## config.mk

```make
export PLATFORM = sky130hd
export DESIGN_NAME = sd_spi_host_init_and_read_core
export DESIGN_NICKNAME = d
export VERILOG_FILES = /design/src/hw/rtl/sdh_pkg.sv /design/src/hw/rtl/sdh_step.sv /design/src/hw/rtl/sd_spi_host_init_and_read_core.sv
export SDC_FILE = /design/constraint.sdc
export NUM_CORES = 1
export LEC_CHECK = 0
export ABC_AREA = 1
export BUFFER_PORTS_ARGS = -buffer_cell sky130_fd_sc_hd__buf_2
export CAP_MARGIN = 15
export CORE_MARGIN = 2
export CORE_UTILIZATION = 56
export DETAILED_ROUTE_END_ITERATION = 12
export PLACE_DENSITY = 0.74
export SETUP_SLACK_MARGIN = 0.4
export SLEW_MARGIN = 10
export SYNTH_ARGS = -nofsm -noshare
export SYNTH_HDL_FRONTEND = slang
export SYNTH_SLANG_ARGS = --single-unit
```

## constraint.sdc

```tcl
create_clock -name clock -period 7.2 [get_ports clock]
set_input_delay 1.44 -clock clock [delete_from_list [all_inputs] [get_ports clock]]
set_output_delay 1.44 -clock clock [all_outputs]
set_load 0.1 [all_outputs]
```

## src/hw/rtl/sdh_pkg.sv

```systemverilog
package sdh_pkg;

   localparam int unsigned BLOCK_BYTES = 512;
   localparam int unsigned DUMMY_BYTES = 20;
   localparam int unsigned FRAME_BYTES = 7;
   localparam int unsigned CSD_BYTES   = 16;
   localparam int unsigned CRC_BYTES   = 2;

   localparam logic [7:0]  FILL_BYTE     = 8'hFF;
   localparam logic [7:0]  START_TOKEN   = 8'hFE;
   localparam logic [7:0]  CMD_BASE      = 8'h40;
   localparam logic [7:0]  CHK_CMD0      = 8'h95;
   localparam logic [7:0]  CHK_CMD8      = 8'h87;
   localparam logic [7:0]  CHK_OTHER     = 8'h01;
   localparam logic [7:0]  RSP_IDLE      = 8'h01;
   localparam logic [7:0]  RSP_ILLEGAL   = 8'h05;
   localparam logic [31:0] ARG_CMD8      = 32'h0000_01AA;
   localparam logic [31:0] ARG_ACMD41    = 32'h4000_0000;
   localparam logic [7:0]  RETRIES_RESET = 8'd10;

   localparam logic [7:0] IDX_CMD0   = 8'd0;
   localparam logic [7:0] IDX_CMD8   = 8'd8;
   localparam logic [7:0] IDX_CMD9   = 8'd9;
   localparam logic [7:0] IDX_CMD17  = 8'd17;
   localparam logic [7:0] IDX_ACMD41 = 8'd41;
   localparam logic [7:0] IDX_CMD55  = 8'd55;

   localparam logic [1:0] MODE_INIT = 2'd0;
   localparam logic [1:0] MODE_READ = 2'd1;
   localparam logic [1:0] MODE_BYTE = 2'd2;

   localparam logic [1:0] ST_OK       = 2'd0;
   localparam logic [1:0] ST_ABSENT   = 2'd1;
   localparam logic [1:0] ST_CARD_ERR = 2'd2;
   localparam logic [1:0] ST_REJECTED = 2'd3;

   localparam logic [1:0] KIND_UNKNOWN = 2'd0;
   localparam logic [1:0] KIND_SC      = 2'd1;
   localparam logic [1:0] KIND_HC      = 2'd2;
   localparam logic [1:0] KIND_ERROR   = 2'd3;

   typedef enum logic [4:0] {
      PH_IDLE, PH_DUMMY, PH_CMD0_TX, PH_CMD0_RSP, PH_CMD8_TX, PH_CMD8_RSP,
      PH_CMD8_ECHO, PH_CMD55_TX, PH_CMD55_RSP, PH_ACMD41_TX, PH_ACMD41_RSP,
      PH_CMD9_TX, PH_CMD9_RSP, PH_CSD_WAIT, PH_CSD_DATA, PH_READ_TX,
      PH_READ_RSP, PH_READ_WAIT, PH_READ_DATA, PH_READ_CRC
   } phase_type;

   typedef struct packed {
      phase_type   phase;
      logic [9:0]  byte_count;
      logic [7:0]  retry_count;
      logic [1:0]  card_kind;
      logic [31:0] capacity;
      logic        protect;
      logic [31:0] argument;
      logic [21:0] csd;
   } state_type;

   typedef struct packed {
      logic [7:0]  send_byte;
      logic        send_valid;
      logic        chip_select;
      logic [7:0]  data_byte;
      logic        data_valid;
      logic        last;
      logic        done_res;
      logic [1:0]  status;
      logic [7:0]  reject_code;
      logic [1:0]  card_kind;
      logic [31:0] capacity_blocks;
      logic        write_protected;
   } rsp_type;

   function automatic logic [7:0] frame_byte(phase_type ph, logic [2:0] k,
                                             logic [31:0] arg);
      logic [7:0] idx;
      logic [7:0] chk;
      logic [7:0] b;
      chk = CHK_OTHER;
      case (ph)
         PH_CMD0_TX: begin
            idx = IDX_CMD0;
            chk = CHK_CMD0;
         end
         PH_CMD8_TX: begin
            idx = IDX_CMD8;
            chk = CHK_CMD8;
         end
         PH_CMD55_TX:  idx = IDX_CMD55;
         PH_ACMD41_TX: idx = IDX_ACMD41;
         PH_CMD9_TX:   idx = IDX_CMD9;
         default:      idx = IDX_CMD17;
      endcase
      case (k)
         3'd1:    b = CMD_BASE | idx;
         3'd2:    b = arg[31:24];
         3'd3:    b = arg[23:16];
         3'd4:    b = arg[15:8];
         3'd5:    b = arg[7:0];
         3'd6:    b = chk;
         default: b = FILL_BYTE;
      endcase
      return b;
   endfunction

endpackage

```

## src/hw/rtl/sdh_step.sv

```systemverilog
module sdh_step (
   input  sdh_pkg::state_type st,
   input  logic [1:0]         mode,
   input  logic [31:0]        block_number,
   input  logic [7:0]         card_byte,
   input  logic [7:0]         retries,
   output sdh_pkg::state_type st_in,
   output sdh_pkg::rsp_type   rsp_in,
   output logic               has_rsp
);
   import sdh_pkg::*;

   logic [9:0]  bc_n;
   logic [7:0]  lim;
   logic        poll_done;
   logic [7:0]  poll_r;
   logic [7:0]  echo_exp;
   logic [22:0] hc_sum;
   logic [32:0] hc_cap;
   logic [21:0] csd_hc9;
   logic [2:0]  sc_mult;
   logic [3:0]  sc_bl;
   logic [31:0] sc_base;
   logic [31:0] sc_cap;

   assign bc_n = st.byte_count + 10'd1;
   assign lim  = (retries == 8'd0) ? 8'd1 : retries;

   always_comb begin
      case (st.byte_count[1:0])
         2'd0:    echo_exp = ARG_CMD8[31:24];
         2'd1:    echo_exp = ARG_CMD8[23:16];
         2'd2:    echo_exp = ARG_CMD8[15:8];
         default: echo_exp = ARG_CMD8[7:0];
      endcase
   end

   // csd size decode
   always_comb begin
      csd_hc9 = st.csd | {14'd0, card_byte};
      hc_sum  = {1'b0, csd_hc9} + 23'd1;
      hc_cap  = {hc_sum, 10'd0};
      sc_mult = {st.csd[17:16], card_byte[7]};
      sc_bl   = st.csd[15:12];
      sc_base = ({20'd0, st.csd[11:0]} + 32'd1) << ({1'b0, sc_mult} + 4'd2);
      if (sc_bl >= 4'd9) sc_cap = sc_base << (sc_bl - 4'd9);
      else               sc_cap = sc_base >> (4'd9 - sc_bl);
   end

   always_comb begin
      if (card_byte != FILL_BYTE) begin
         poll_done = 1'b1;
         poll_r    = card_byte;
      end else if (st.retry_count < lim) begin
         poll_done = 1'b0;
         poll_r    = FILL_BYTE;
      end else begin
         poll_done = 1'b1;
         poll_r    = FILL_BYTE;
      end
   end

   always_comb begin
      st_in   = st;
      rsp_in  = '0;
      has_rsp = 1'b0;
      case (mode)
         MODE_INIT: begin
            has_rsp             = 1'b1;
            st_in.phase         = PH_DUMMY;
            st_in.byte_count    = '0;
            rsp_in.send_byte    = FILL_BYTE;
            rsp_in.send_valid   = 1'b1;
            rsp_in.chip_select  = 1'b1;
         end
         MODE_READ: begin
            has_rsp           = 1'b1;
            st_in.phase       = PH_READ_TX;
            st_in.byte_count  = '0;
            st_in.argument    = (st.card_kind == KIND_SC) ?
                                {block_number[22:0], 9'd0} : block_number;
            rsp_in.send_byte  = FILL_BYTE;
            rsp_in.send_valid = 1'b1;
         end
         MODE_BYTE: begin
            if (st.phase != PH_IDLE) begin
               has_rsp = 1'b1;
               rsp_in.send_byte  = FILL_BYTE;
               rsp_in.send_valid = 1'b1;
               case (st.phase)
                  PH_DUMMY: begin
                     st_in.byte_count = bc_n;
                     if (bc_n < 10'(DUMMY_BYTES)) begin
                        rsp_in.chip_select = 1'b1;
                     end else begin
                        st_in.phase      = PH_CMD0_TX;
                        st_in.byte_count = '0;
                        st_in.argument   = '0;
                     end
                  end
                  PH_CMD0_TX, PH_CMD8_TX, PH_CMD55_TX, PH_ACMD41_TX, PH_CMD9_TX,
                  PH_READ_TX: begin
                     st_in.byte_count = bc_n;
                     if (bc_n < 10'(FRAME_BYTES)) begin
                        rsp_in.send_byte = frame_byte(st.phase, bc_n[2:0], st.argument);
                     end else begin
                        st_in.retry_count = 8'd1;
                        case (st.phase)
                           PH_CMD0_TX:   st_in.phase = PH_CMD0_RSP;
                           PH_CMD8_TX:   st_in.phase = PH_CMD8_RSP;
                           PH_CMD55_TX:  st_in.phase = PH_CMD55_RSP;
                           PH_ACMD41_TX: st_in.phase = PH_ACMD41_RSP;
                           PH_CMD9_TX:   st_in.phase = PH_CMD9_RSP;
                           default:      st_in.phase = PH_READ_RSP;
                        endcase
                     end
                  end
                  PH_CMD0_RSP, PH_CMD8_RSP, PH_ACMD41_RSP, PH_CMD9_RSP,
                  PH_READ_RSP: begin
                     if (!poll_done) begin
                        st_in.retry_count = st.retry_count + 8'd1;
                     end else begin
                        case (st.phase)
                           PH_CMD0_RSP: begin
                              if (poll_r == FILL_BYTE) begin
                                 st_in.card_kind = KIND_ERROR;
                                 st_in.phase     = PH_IDLE;
                                 st_in.byte_count = '0;
                                 rsp_in.send_byte  = '0;
                                 rsp_in.send_valid = 1'b0;
                                 rsp_in.done_res   = 1'b1;
                                 rsp_in.status     = ST_ABSENT;
                              end else begin
                                 st_in.phase      = PH_CMD8_TX;
                                 st_in.byte_count = '0;
                                 st_in.argument   = ARG_CMD8;
                              end
                           end
                           PH_CMD8_RSP: begin
                              if (poll_r == RSP_ILLEGAL) begin
                                 st_in.card_kind  = KIND_SC;
                                 st_in.phase      = PH_CMD55_TX;
                                 st_in.byte_count = '0;
                                 st_in.argument   = '0;
                              end else if (poll_r == RSP_IDLE) begin
                                 st_in.phase      = PH_CMD8_ECHO;
                                 st_in.byte_count = '0;
                              end else begin
                                 st_in.card_kind   = KIND_ERROR;
                                 st_in.phase       = PH_IDLE;
                                 st_in.byte_count  = '0;
                                 rsp_in.send_byte  = '0;
                                 rsp_in.send_valid = 1'b0;
                                 rsp_in.done_res   = 1'b1;
                                 rsp_in.status     = ST_CARD_ERR;
                              end
                           end
                           PH_ACMD41_RSP: begin
                              st_in.phase      = (poll_r == RSP_IDLE) ? PH_CMD55_TX :
                                                 PH_CMD9_TX;
                              st_in.byte_count = '0;
                              st_in.argument   = '0;
                           end
                           PH_CMD9_RSP: begin
                              if (poll_r != 8'd0) begin
                                 st_in.card_kind   = KIND_ERROR;
                                 st_in.phase       = PH_IDLE;
                                 st_in.byte_count  = '0;
                                 rsp_in.send_byte  = '0;
                                 rsp_in.send_valid = 1'b0;
                                 rsp_in.done_res   = 1'b1;
                                 rsp_in.status     = ST_CARD_ERR;
                              end else begin
                                 st_in.phase = PH_CSD_WAIT;
                              end
                           end
                           default: begin
                              if (poll_r != 8'd0) begin
                                 st_in.phase        = PH_IDLE;
                                 st_in.byte_count   = '0;
                                 rsp_in.send_byte   = '0;
                                 rsp_in.send_valid  = 1'b0;
                                 rsp_in.done_res    = 1'b1;
                                 rsp_in.status      = ST_REJECTED;
                                 rsp_in.reject_code = poll_r;
                              end else begin
                                 st_in.phase = PH_READ_WAIT;
                              end
                           end
                        endcase
                     end
                  end
                  PH_CMD8_ECHO: begin
                     if (card_byte != echo_exp) begin
                        st_in.card_kind   = KIND_ERROR;
                        st_in.phase       = PH_IDLE;
                        st_in.byte_count  = '0;
                        rsp_in.send_byte  = '0;
                        rsp_in.send_valid = 1'b0;
                        rsp_in.done_res   = 1'b1;
                        rsp_in.status     = ST_CARD_ERR;
                     end else begin
                        st_in.byte_count = bc_n;
                        if (bc_n >= 10'd4) begin
                           st_in.card_kind  = KIND_HC;
                           st_in.phase      = PH_CMD55_TX;
                           st_in.byte_count = '0;
                           st_in.argument   = '0;
                        end
                     end
                  end
                  PH_CMD55_RSP: begin
                     if (card_byte != FILL_BYTE) begin
                        st_in.phase      = PH_ACMD41_TX;
                        st_in.byte_count = '0;
                        st_in.argument   = ARG_ACMD41;
                     end
                  end
                  PH_CSD_WAIT: begin
                     if (card_byte != FILL_BYTE) begin
                        st_in.phase      = PH_CSD_DATA;
                        st_in.byte_count = '0;
                     end
                  end
                  PH_CSD_DATA: begin
                     if (st.byte_count == 10'd0) begin
                        st_in.card_kind = card_byte[6] ? KIND_HC : KIND_SC;
                        st_in.csd       = '0;
                     end else if (st.byte_count == 10'd14) begin
                        if (card_byte[5] || card_byte[4]) st_in.protect = 1'b1;
                     end else if (st.card_kind == KIND_HC) begin
                        case (st.byte_count)
                           10'd7: st_in.csd = {card_byte[5:0], 16'd0};
                           10'd8: st_in.csd = st.csd | {6'd0, card_byte, 8'd0};
                           10'd9: begin
                              st_in.csd      = csd_hc9;
                              st_in.capacity = hc_cap[32] ? 32'hFFFF_FFFF : hc_cap[31:0];
                           end
                           default: ;
                        endcase
                     end else begin
                        case (st.byte_count)
                           10'd5: st_in.csd = {6'd0, card_byte[3:0], 12'd0};
                           10'd6: st_in.csd = st.csd | {10'd0, card_byte[1:0], 10'd0};
                           10'd7: st_in.csd = st.csd | {12'd0, card_byte, 2'd0};
                           10'd8: st_in.csd = st.csd | {20'd0, card_byte[7:6]};
                           10'd9: st_in.csd = st.csd | {4'd0, card_byte[1:0], 16'd0};
                           10'd10: st_in.capacity = sc_cap;
                           default: ;
                        endcase
                     end
                     st_in.byte_count = bc_n;
                     if (bc_n >= 10'(CSD_BYTES)) begin
                        st_in.phase       = PH_IDLE;
                        st_in.byte_count  = '0;
                        rsp_in.send_byte  = '0;
                        rsp_in.send_valid = 1'b0;
                        rsp_in.done_res   = 1'b1;
                        rsp_in.status     = ST_OK;
                     end
                  end
                  PH_READ_WAIT: begin
                     if (card_byte == START_TOKEN) begin
                        st_in.phase      = PH_READ_DATA;
                        st_in.byte_count = '0;
                     end
                  end
                  PH_READ_DATA: begin
                     rsp_in.data_byte  = card_byte;
                     rsp_in.data_valid = 1'b1;
                     st_in.byte_count  = bc_n;
                     if (bc_n >= 10'(BLOCK_BYTES)) begin
                        rsp_in.last      = 1'b1;
                        st_in.phase      = PH_READ_CRC;
                        st_in.byte_count = '0;
                     end
                  end
                  PH_READ_CRC: begin
                     st_in.byte_count = bc_n;
                     if (bc_n >= 10'(CRC_BYTES)) begin
                        st_in.phase       = PH_IDLE;
                        st_in.byte_count  = '0;
                        rsp_in.send_byte  = '0;
                        rsp_in.send_valid = 1'b0;
                        rsp_in.done_res   = 1'b1;
                        rsp_in.status     = ST_OK;
                     end
                  end
                  default: begin
                     st_in.phase       = PH_IDLE;
                     rsp_in.send_byte  = '0;
                     rsp_in.send_valid = 1'b0;
                  end
               endcase
            end
         end
         default: ;
      endcase
      rsp_in.card_kind       = st_in.card_kind;
      rsp_in.capacity_blocks = st_in.capacity;
      rsp_in.write_protected = st_in.protect;
   end

endmodule

```

## src/hw/rtl/sd_spi_host_init_and_read_core.sv

```systemverilog
// an accepted request transaction's response, if any, is registered and shown on rsp_*,
// via the skid register while stalled; throughput: one transaction per cycle while
// req_stall is low; the sequencer step is one pass of logic from the state register and
// the request ports into the response register; a two-entry output (response register
// plus skid register) keeps req_stall low while one response waits; reset clears the
// sequencer state, both valid flags and sets the response retry limit back to 10
module sd_spi_host_init_and_read_core (
   input  logic        clock,
   input  logic        reset,
   input  logic        csr_write_enable,
   input  logic [7:0]  csr_write_data,
   input  logic        req_valid,
   output logic        req_stall,
   input  logic [1:0]  req_mode,
   input  logic [31:0] req_block_number,
   input  logic [7:0]  req_card_byte,
   output logic        rsp_valid,
   input  logic        rsp_stall,
   output logic [7:0]  rsp_send_byte,
   output logic        rsp_send_valid,
   output logic        rsp_chip_select,
   output logic [7:0]  rsp_data_byte,
   output logic        rsp_data_valid,
   output logic        rsp_last,
   output logic        rsp_done_res,
   output logic [1:0]  rsp_status,
   output logic [7:0]  rsp_reject_code,
   output logic [1:0]  rsp_card_kind,
   output logic [31:0] rsp_capacity_blocks,
   output logic        rsp_write_protected
);
   import sdh_pkg::*;

   // sequencer state and retry limit
   state_type  state_ff;
   state_type  state_in;
   logic [7:0] retries_ff;
   logic [7:0] retries_in;

   // output register and skid register
   rsp_type out_ff;
   rsp_type out_in;
   logic    out_valid_ff;
   logic    out_valid_in;
   rsp_type skid_ff;
   rsp_type skid_in;
   logic    skid_valid_ff;
   logic    skid_valid_in;

   rsp_type step_rsp;
   state_type step_state;
   logic    step_has;
   logic    accept;
   logic    push;
   logic    pop;

   sdh_step u_step (
      .st           (state_ff),
      .mode         (req_mode),
      .block_number (req_block_number),
      .card_byte    (req_card_byte),
      .retries      (retries_ff),
      .st_in        (step_state),
      .rsp_in       (step_rsp),
      .has_rsp      (step_has)
   );

   // only a full skid register holds off new transactions
   assign req_stall = skid_valid_ff;
   assign accept    = req_valid && !req_stall;
   assign push      = accept && step_has;
   assign pop       = out_valid_ff && !rsp_stall;

   always_comb begin
      state_in   = accept ? step_state : state_ff;
      retries_in = csr_write_enable ? csr_write_data : retries_ff;
   end

   always_comb begin
      out_in        = out_ff;
      out_valid_in  = out_valid_ff;
      skid_in       = skid_ff;
      skid_valid_in = skid_valid_ff;
      if (pop || !out_valid_ff) begin
         // output slot free: drain skid first, else take the new response
         if (skid_valid_ff) begin
            out_in        = skid_ff;
            out_valid_in  = 1'b1;
            skid_valid_in = 1'b0;
         end else if (push) begin
            out_in       = step_rsp;
            out_valid_in = 1'b1;
         end else begin
            out_valid_in = 1'b0;
         end
      end else if (push) begin
         // output held by stall, park the response
         skid_in       = step_rsp;
         skid_valid_in = 1'b1;
      end
   end

   always_ff @(posedge clock) begin
      if (reset) begin
         state_ff      <= '0;
         retries_ff    <= RETRIES_RESET;
         out_valid_ff  <= 1'b0;
         skid_valid_ff <= 1'b0;
      end else begin
         state_ff      <= state_in;
         retries_ff    <= retries_in;
         out_valid_ff  <= out_valid_in;
         skid_valid_ff <= skid_valid_in;
      end
   end

   // payload registers carry no reset
   always_ff @(posedge clock) begin
      out_ff  <= out_in;
      skid_ff <= skid_in;
   end

   assign rsp_valid           = out_valid_ff;
   assign rsp_send_byte       = out_ff.send_byte;
   assign rsp_send_valid      = out_ff.send_valid;
   assign rsp_chip_select     = out_ff.chip_select;
   assign rsp_data_byte       = out_ff.data_byte;
   assign rsp_data_valid      = out_ff.data_valid;
   assign rsp_last            = out_ff.last;
   assign rsp_done_res        = out_ff.done_res;
   assign rsp_status          = out_ff.status;
   assign rsp_reject_code     = out_ff.reject_code;
   assign rsp_card_kind       = out_ff.card_kind;
   assign rsp_capacity_blocks = out_ff.capacity_blocks;
   assign rsp_write_protected = out_ff.write_protected;

endmodule

```

[Word level (Yosys, flattened, before mapping)]
Cells that the tools add are included.
Word-level totals
  flip-flop bits (word level): 254
  bits in latches: 0
  memory bits (writable): 0
  bits in read-only memories: 0
  input bits: 55
  output and inout bits: 68
  word-level logic and storage cells: 274
  memories kept: 0
Cells by class
  add/sub/neg operators: 7
  multiply operators: 0
  div/mod/pow operators: 0
  order comparisons: 8
  equal/unequal tests: 66
  shift operators: 3
  multiplexer cells: 114
  bitwise logic cells: 7
  reductions and logical operators: 34
Operators with widths (count)
  $mux 32: 14
  $mux 15: 11
  $mux 66: 2
  $pmux 32 s4: 1
  $mux 112: 1
  $pmux 22 s5: 1
  $pmux 10 s10: 1
  $pmux 32 s3: 1
  $pmux 8 s6: 2
  $mux 22: 4
  $mux 9: 8
  $mux 33: 2
  $pmux 22 s3: 1
  $pmux 32 s2: 1
  $shl 32x4->32: 2
  $pmux 15 s4: 1
  $mux 8: 7
  $pmux 5 s10: 1
  $pmux 8 s2: 3
  $pmux 15 s3: 1
  $eq 10x4->1 const B: 4
  $eq 5x4->1 const B: 8
  $mux 35: 1
  $mux 11: 3
  87 further kinds: 158

[Depth between registers and ports, before layout]
  word-level depth: 13
  mapped depth: 24
  depth with buffers taken out: 23

[By module]
A second synthesis with hierarchy kept.
Second synthesis, totals
  cells, all modules: 3170
  area, all modules: 20363.3 sq um
By module, submodules not included
  sdh_step: instances 1, cells an instance 2165, area an instance 10608.9 sq um, sequential area each 0.0 sq um
  sd_spi_host_init_and_read_core: instances 1, cells an instance 1005, area an instance 9754.4 sq um, sequential area each 6406.1 sq um

[Worst setup path before layout]
No wires, ideal clock.
  kind: in2reg
  from: input req_mode[0]
  to: register out_ff (netlist bit rsp_capacity_blocks[0]) (enable)
  setup time: 590 ps
  arrival: 7116 ps
  data required time: 6610 ps
  path slack: -506 ps
  stages: 7
  buffers on the path: 1
  path through: inv_1 > ha_1 > clkbuf_1 > nand2_1 > a21oi_1 > nand2_1 > a21boi_0
On the way
  longest elaborated chain between the ends: 6
  elaborated cells on any way between the ends: 8
  those cells by class: eq/ne (2); mux (1); reduce/logical (5)
Ends and longest elaborated chain
  start, declared: line sd_spi_host_init_and_read_core.sv:14  | input logic [1:0] req_mode,
  $eq 2x1->1 or $logic_not 2->1 (tied branches): line sdh_step.sv:67  | case (mode)
  $reduce_or 2->1 (no source line)
  $pmux 1 s2 (*): line sdh_step.sv:67
  $logic_and 1x1->1 (*): line sd_spi_host_init_and_read_core.sv:71  | assign push = accept && step_has;
  $reduce_bool 2->1 (no source line) (*)
  $reduce_and 2->1 (no source line) (*)
  end signal, assigned: line sd_spi_host_init_and_read_core.sv:119  | out_ff <= out_in;
  end, declared: line sd_spi_host_init_and_read_core.sv:41  | rsp_type out_ff;
Every way passes the cells marked *; elsewhere a longest branch is shown, timed or not.
A chain may end at the register's enable or synchronous reset.

[Worst setup path in the final report]
  from: input req_card_byte[7]
  to: register state_ff[24] in the netlist's numbering
On the way
  longest elaborated chain between the ends: 5
  elaborated cells on any way between the ends: 12
  those cells by class: eq/ne (9); mux (2); reduce/logical (1)
Ends and longest elaborated chain
  start, declared: line sd_spi_host_init_and_read_core.sv:16  | input logic [7:0] req_card_byte,
  $ne 8x8->1: line sdh_step.sv:51, sdh_step.sv:213
  $mux 8: line sdh_step.sv:51  | if (card_byte != FILL_BYTE) begin
  $eq 8x3->1 or $eq 8x8->1 (tied branches): line sdh_step.sv:140, sdh_step.sv:125
  $ne 4x3->1 (no source line) or $ne 4x4->1 (tied branches)
  $reduce_and 12->1 (no source line) (*)
  end signal, assigned: line sd_spi_host_init_and_read_core.sv:110  | state_ff <= state_in;
  end, declared: line sd_spi_host_init_and_read_core.sv:35  | state_type state_ff;
Marked as above.

==> run metrics <==
status finished clean; Worst slew margin 0.2301; max-slew violations 0; final instance area 0.01959 mm²; main area contributors after synthesis edfxtp_1, nand2_1, dfxtp_1; Final min period between 4 and 5 ns; clock tree buffer depth 3; clk_lat worst skew around 0.54 ns; Period Utilization, post-route 0.5963; layout cell share with drive strength beyond 1 0.09675; simple-gate share of the synthesized area 0.3533; Gate Count Post-Synth 2719; worst reg2reg setup slack 2.94 ns; Cell Area, Placed approximately 0.019 mm²; Die Y 183.2 µm; ANT nets after route 0; RSZ-0062 raised after global routing false; final setup fails 0; syn_area_per_cell 6.611 µm²; Primary FF master, synth edfxtp_1; synth warn 0; Final Hold Viols 0; hold-fix buffer count after cts 0; register bit total from synthesis 254; Leak 8.637 nW; post-route setup slack 2.907 ns; top cell type's share of synthesized area 0.2205; Netlist cell types 60; Die X-Extent around 180 µm; H-tree depth 1; CTS tree built; post-CTS setup buffers 0; IO Count around 120; Post-synth EDFFs 132; FFs w/ async S/R, synth 0; WP data required between 7 and 8 ns; area delta synth->final 8.979%; Post-Syn Nets 2801; detailed-route via count 19340; Root Buffer clkbuf_16; largest family of logic cells by synthesized area simple AND/OR/NAND/NOR gates; Max-Cap Viols 0; total clock buffers created by CTS 27; wire per inst around 19 µm; most common cell after layout, fill and taps aside nand2_1; Crit. End Element flip-flop; FF-to-FF path depth 15; Power, Total approximately 3.8 mW; highest-count cells in the layout ignoring fill and taps nand2_1, nand3_1, inv_1; Hold Path Class reg -> reg; r2r endpoint rsp_capacity_blocks[13]; critical path class in -> reg; clock skew 0.01021 ns; Synth Area in Compound Gates 0.1681; final-stage net count 2831; core area 0.03156 mm²; GRT overflow 0; largest net degree at the start of global routing 91; # fillers approximately 3000; PwrDens 195.6 mW/mm²; post-synth top area cell edfxtp_1; Synth Area in Adders 0.01879; register area share after synthesis 0.3564; gr usage total 0.3594; DRT Pass-1 Iters 6; Reg clk slew, reported paths 0.06 ns; post-synthesis mux area share 0; number of diodes 0; fmax 232.9 MHz; worst slew pin tran 1.152 ns; post-synthesis xor/xnor area fraction 0.01072; Setup TNS 0 ns; Reg-to-Reg Start state_ff[13]; DR iter-0 viols 2142; routed wire length around 62 mm; initial core utilization 0.5697; CP Data Arrival Time 4.68 ns; DR vias/cell 6.096; dpl ws about 2.4 ns; post-DP HPWL 45.55 mm; Rows 65; maximum vdd ir drop 221.3 µV; vias in the first global route 17870; CTS resizes 0; Max FO, Critical Path 61; Setup crit end state_ff[24]; Startpoint Class input port; DIE AREA 0.03355 mm²; GPL Wtd Cong 1.101; Synth Cell Area about 0.018 mm²; DRC 0; port buffer count around 120; antenna violations before repair 1; Worst Setup SP req_card_byte[7]; first-pass GRT wire length 95.72 mm; CTS Sinks 254
## registers in the layout, indices dropped and copies added, names as in the netlist
signal / count
rsp_last: 1
state_ff: 112
req_stall: 1
rsp_send_byte: 8
rsp_capacity_blocks: 32
rsp_reject_code: 8
rsp_status: 2
rsp_send_valid: 1
rsp_data_valid: 1
retries_ff: 8
skid_ff: 66
rsp_data_byte: 8
rsp_chip_select: 1
rsp_valid: 1
rsp_done_res: 1
rsp_write_protected: 1
rsp_card_kind: 2
## layout make-up
type	instances	area (µm²)	share of cell area
clock buffer	38	769.5	0.03928
clock inverter	12	123.9	0.006323
inverter	280	1051	0.05365
multi-input combinational	2039	9937	0.5073
sequential	254	6407	0.3271
tap	402	503.0	0.02568
timing repair buffer	147	798.3	0.04075
## per-layer routing
metal	GRT usage	vias to the layer above	share of wire
met5	0	-	0.00026
met4	0.1894	2	0.058
met3	0.03952	187	0.075
met2	0.6147	962	0.48
met1	0.4481	8938	0.39
li1	-	9247	-
## cells by family (layout without fill, tap and decap cells)
group,after synthesis,after routing
adder cells (fa/ha/maj),27,27
AO/OA/AOI/OAI,534,534
buffers and inverters,426,477
flip-flops,254,254
AND/OR/NAND/NOR,1456,1456
XOR/XNOR,22,22
## per-stage QoR
step / utilization / hold WS, ns / std cells
CTS: 0.6208 / 0.4917 / 3172
detailed placement: 0.5925 / 0.4831 / 3122
global placement: 0.5925 / 0.4700 / 3122
floorplan: - / 0.4369 / 2719
global route: 0.6208 / 0.5072 / 3172
finish: 0.6208 / 0.4947 / 3172
## cell usage after synthesis (all sizes together) (7+ instances only)
cell / instances
nand4: 57
ha: 27
a31oi: 23
a21oi: 203
xor2: 20
a221oi: 11
dfxtp: 122
edfxtp: 132
o22ai: 7
o31ai: 9
clkbuf: 99
buf: 47
nand2: 751
a211oi: 19
o21ai: 211
o211ai: 18
nor2: 233
nor3: 41
inv: 275
nand3: 355
nor4: 9
## worst min-delay path by stage
stage	slack [ns]	cells past startpoint	end	start
5_1_grt	0.51	2	retries_ff[5]	retries_ff[5]
3_3_place_gp	0.47	2	state_ff[105]	state_ff[105]
3_5_place_dp	0.48	2	state_ff[105]	state_ff[105]
6_report	0.49	2	state_ff[105]	state_ff[105]
4_1_cts	0.49	2	state_ff[105]	state_ff[105]
2_1_floorplan	0.44	2	state_ff[22]	state_ff[22]
## critical path: stages
cell and delay [ns]:
buf_2 0.25, inv_1 0.58, nand4_1 0.30, o21ai_0 0.22
nand2_1 0.18, nand2_1 0.14, nand4_1 0.09, nor3b_1 0.21
nand2_1 0.07, nand2_1 0.10, nand3_4 0.10, nor2_8 0.63
inv_2 0.11, a21oi_1 0.17, a211oi_1 0.06
## power breakdown
part	switching (mW)	internal, mW	total [mW]
clock	0.580	0.820	1.40
combinational	0.606	0.185	0.791
sequential	0.0397	1.60	1.64
Note: power is estimated with default switching activity, not from simulation.
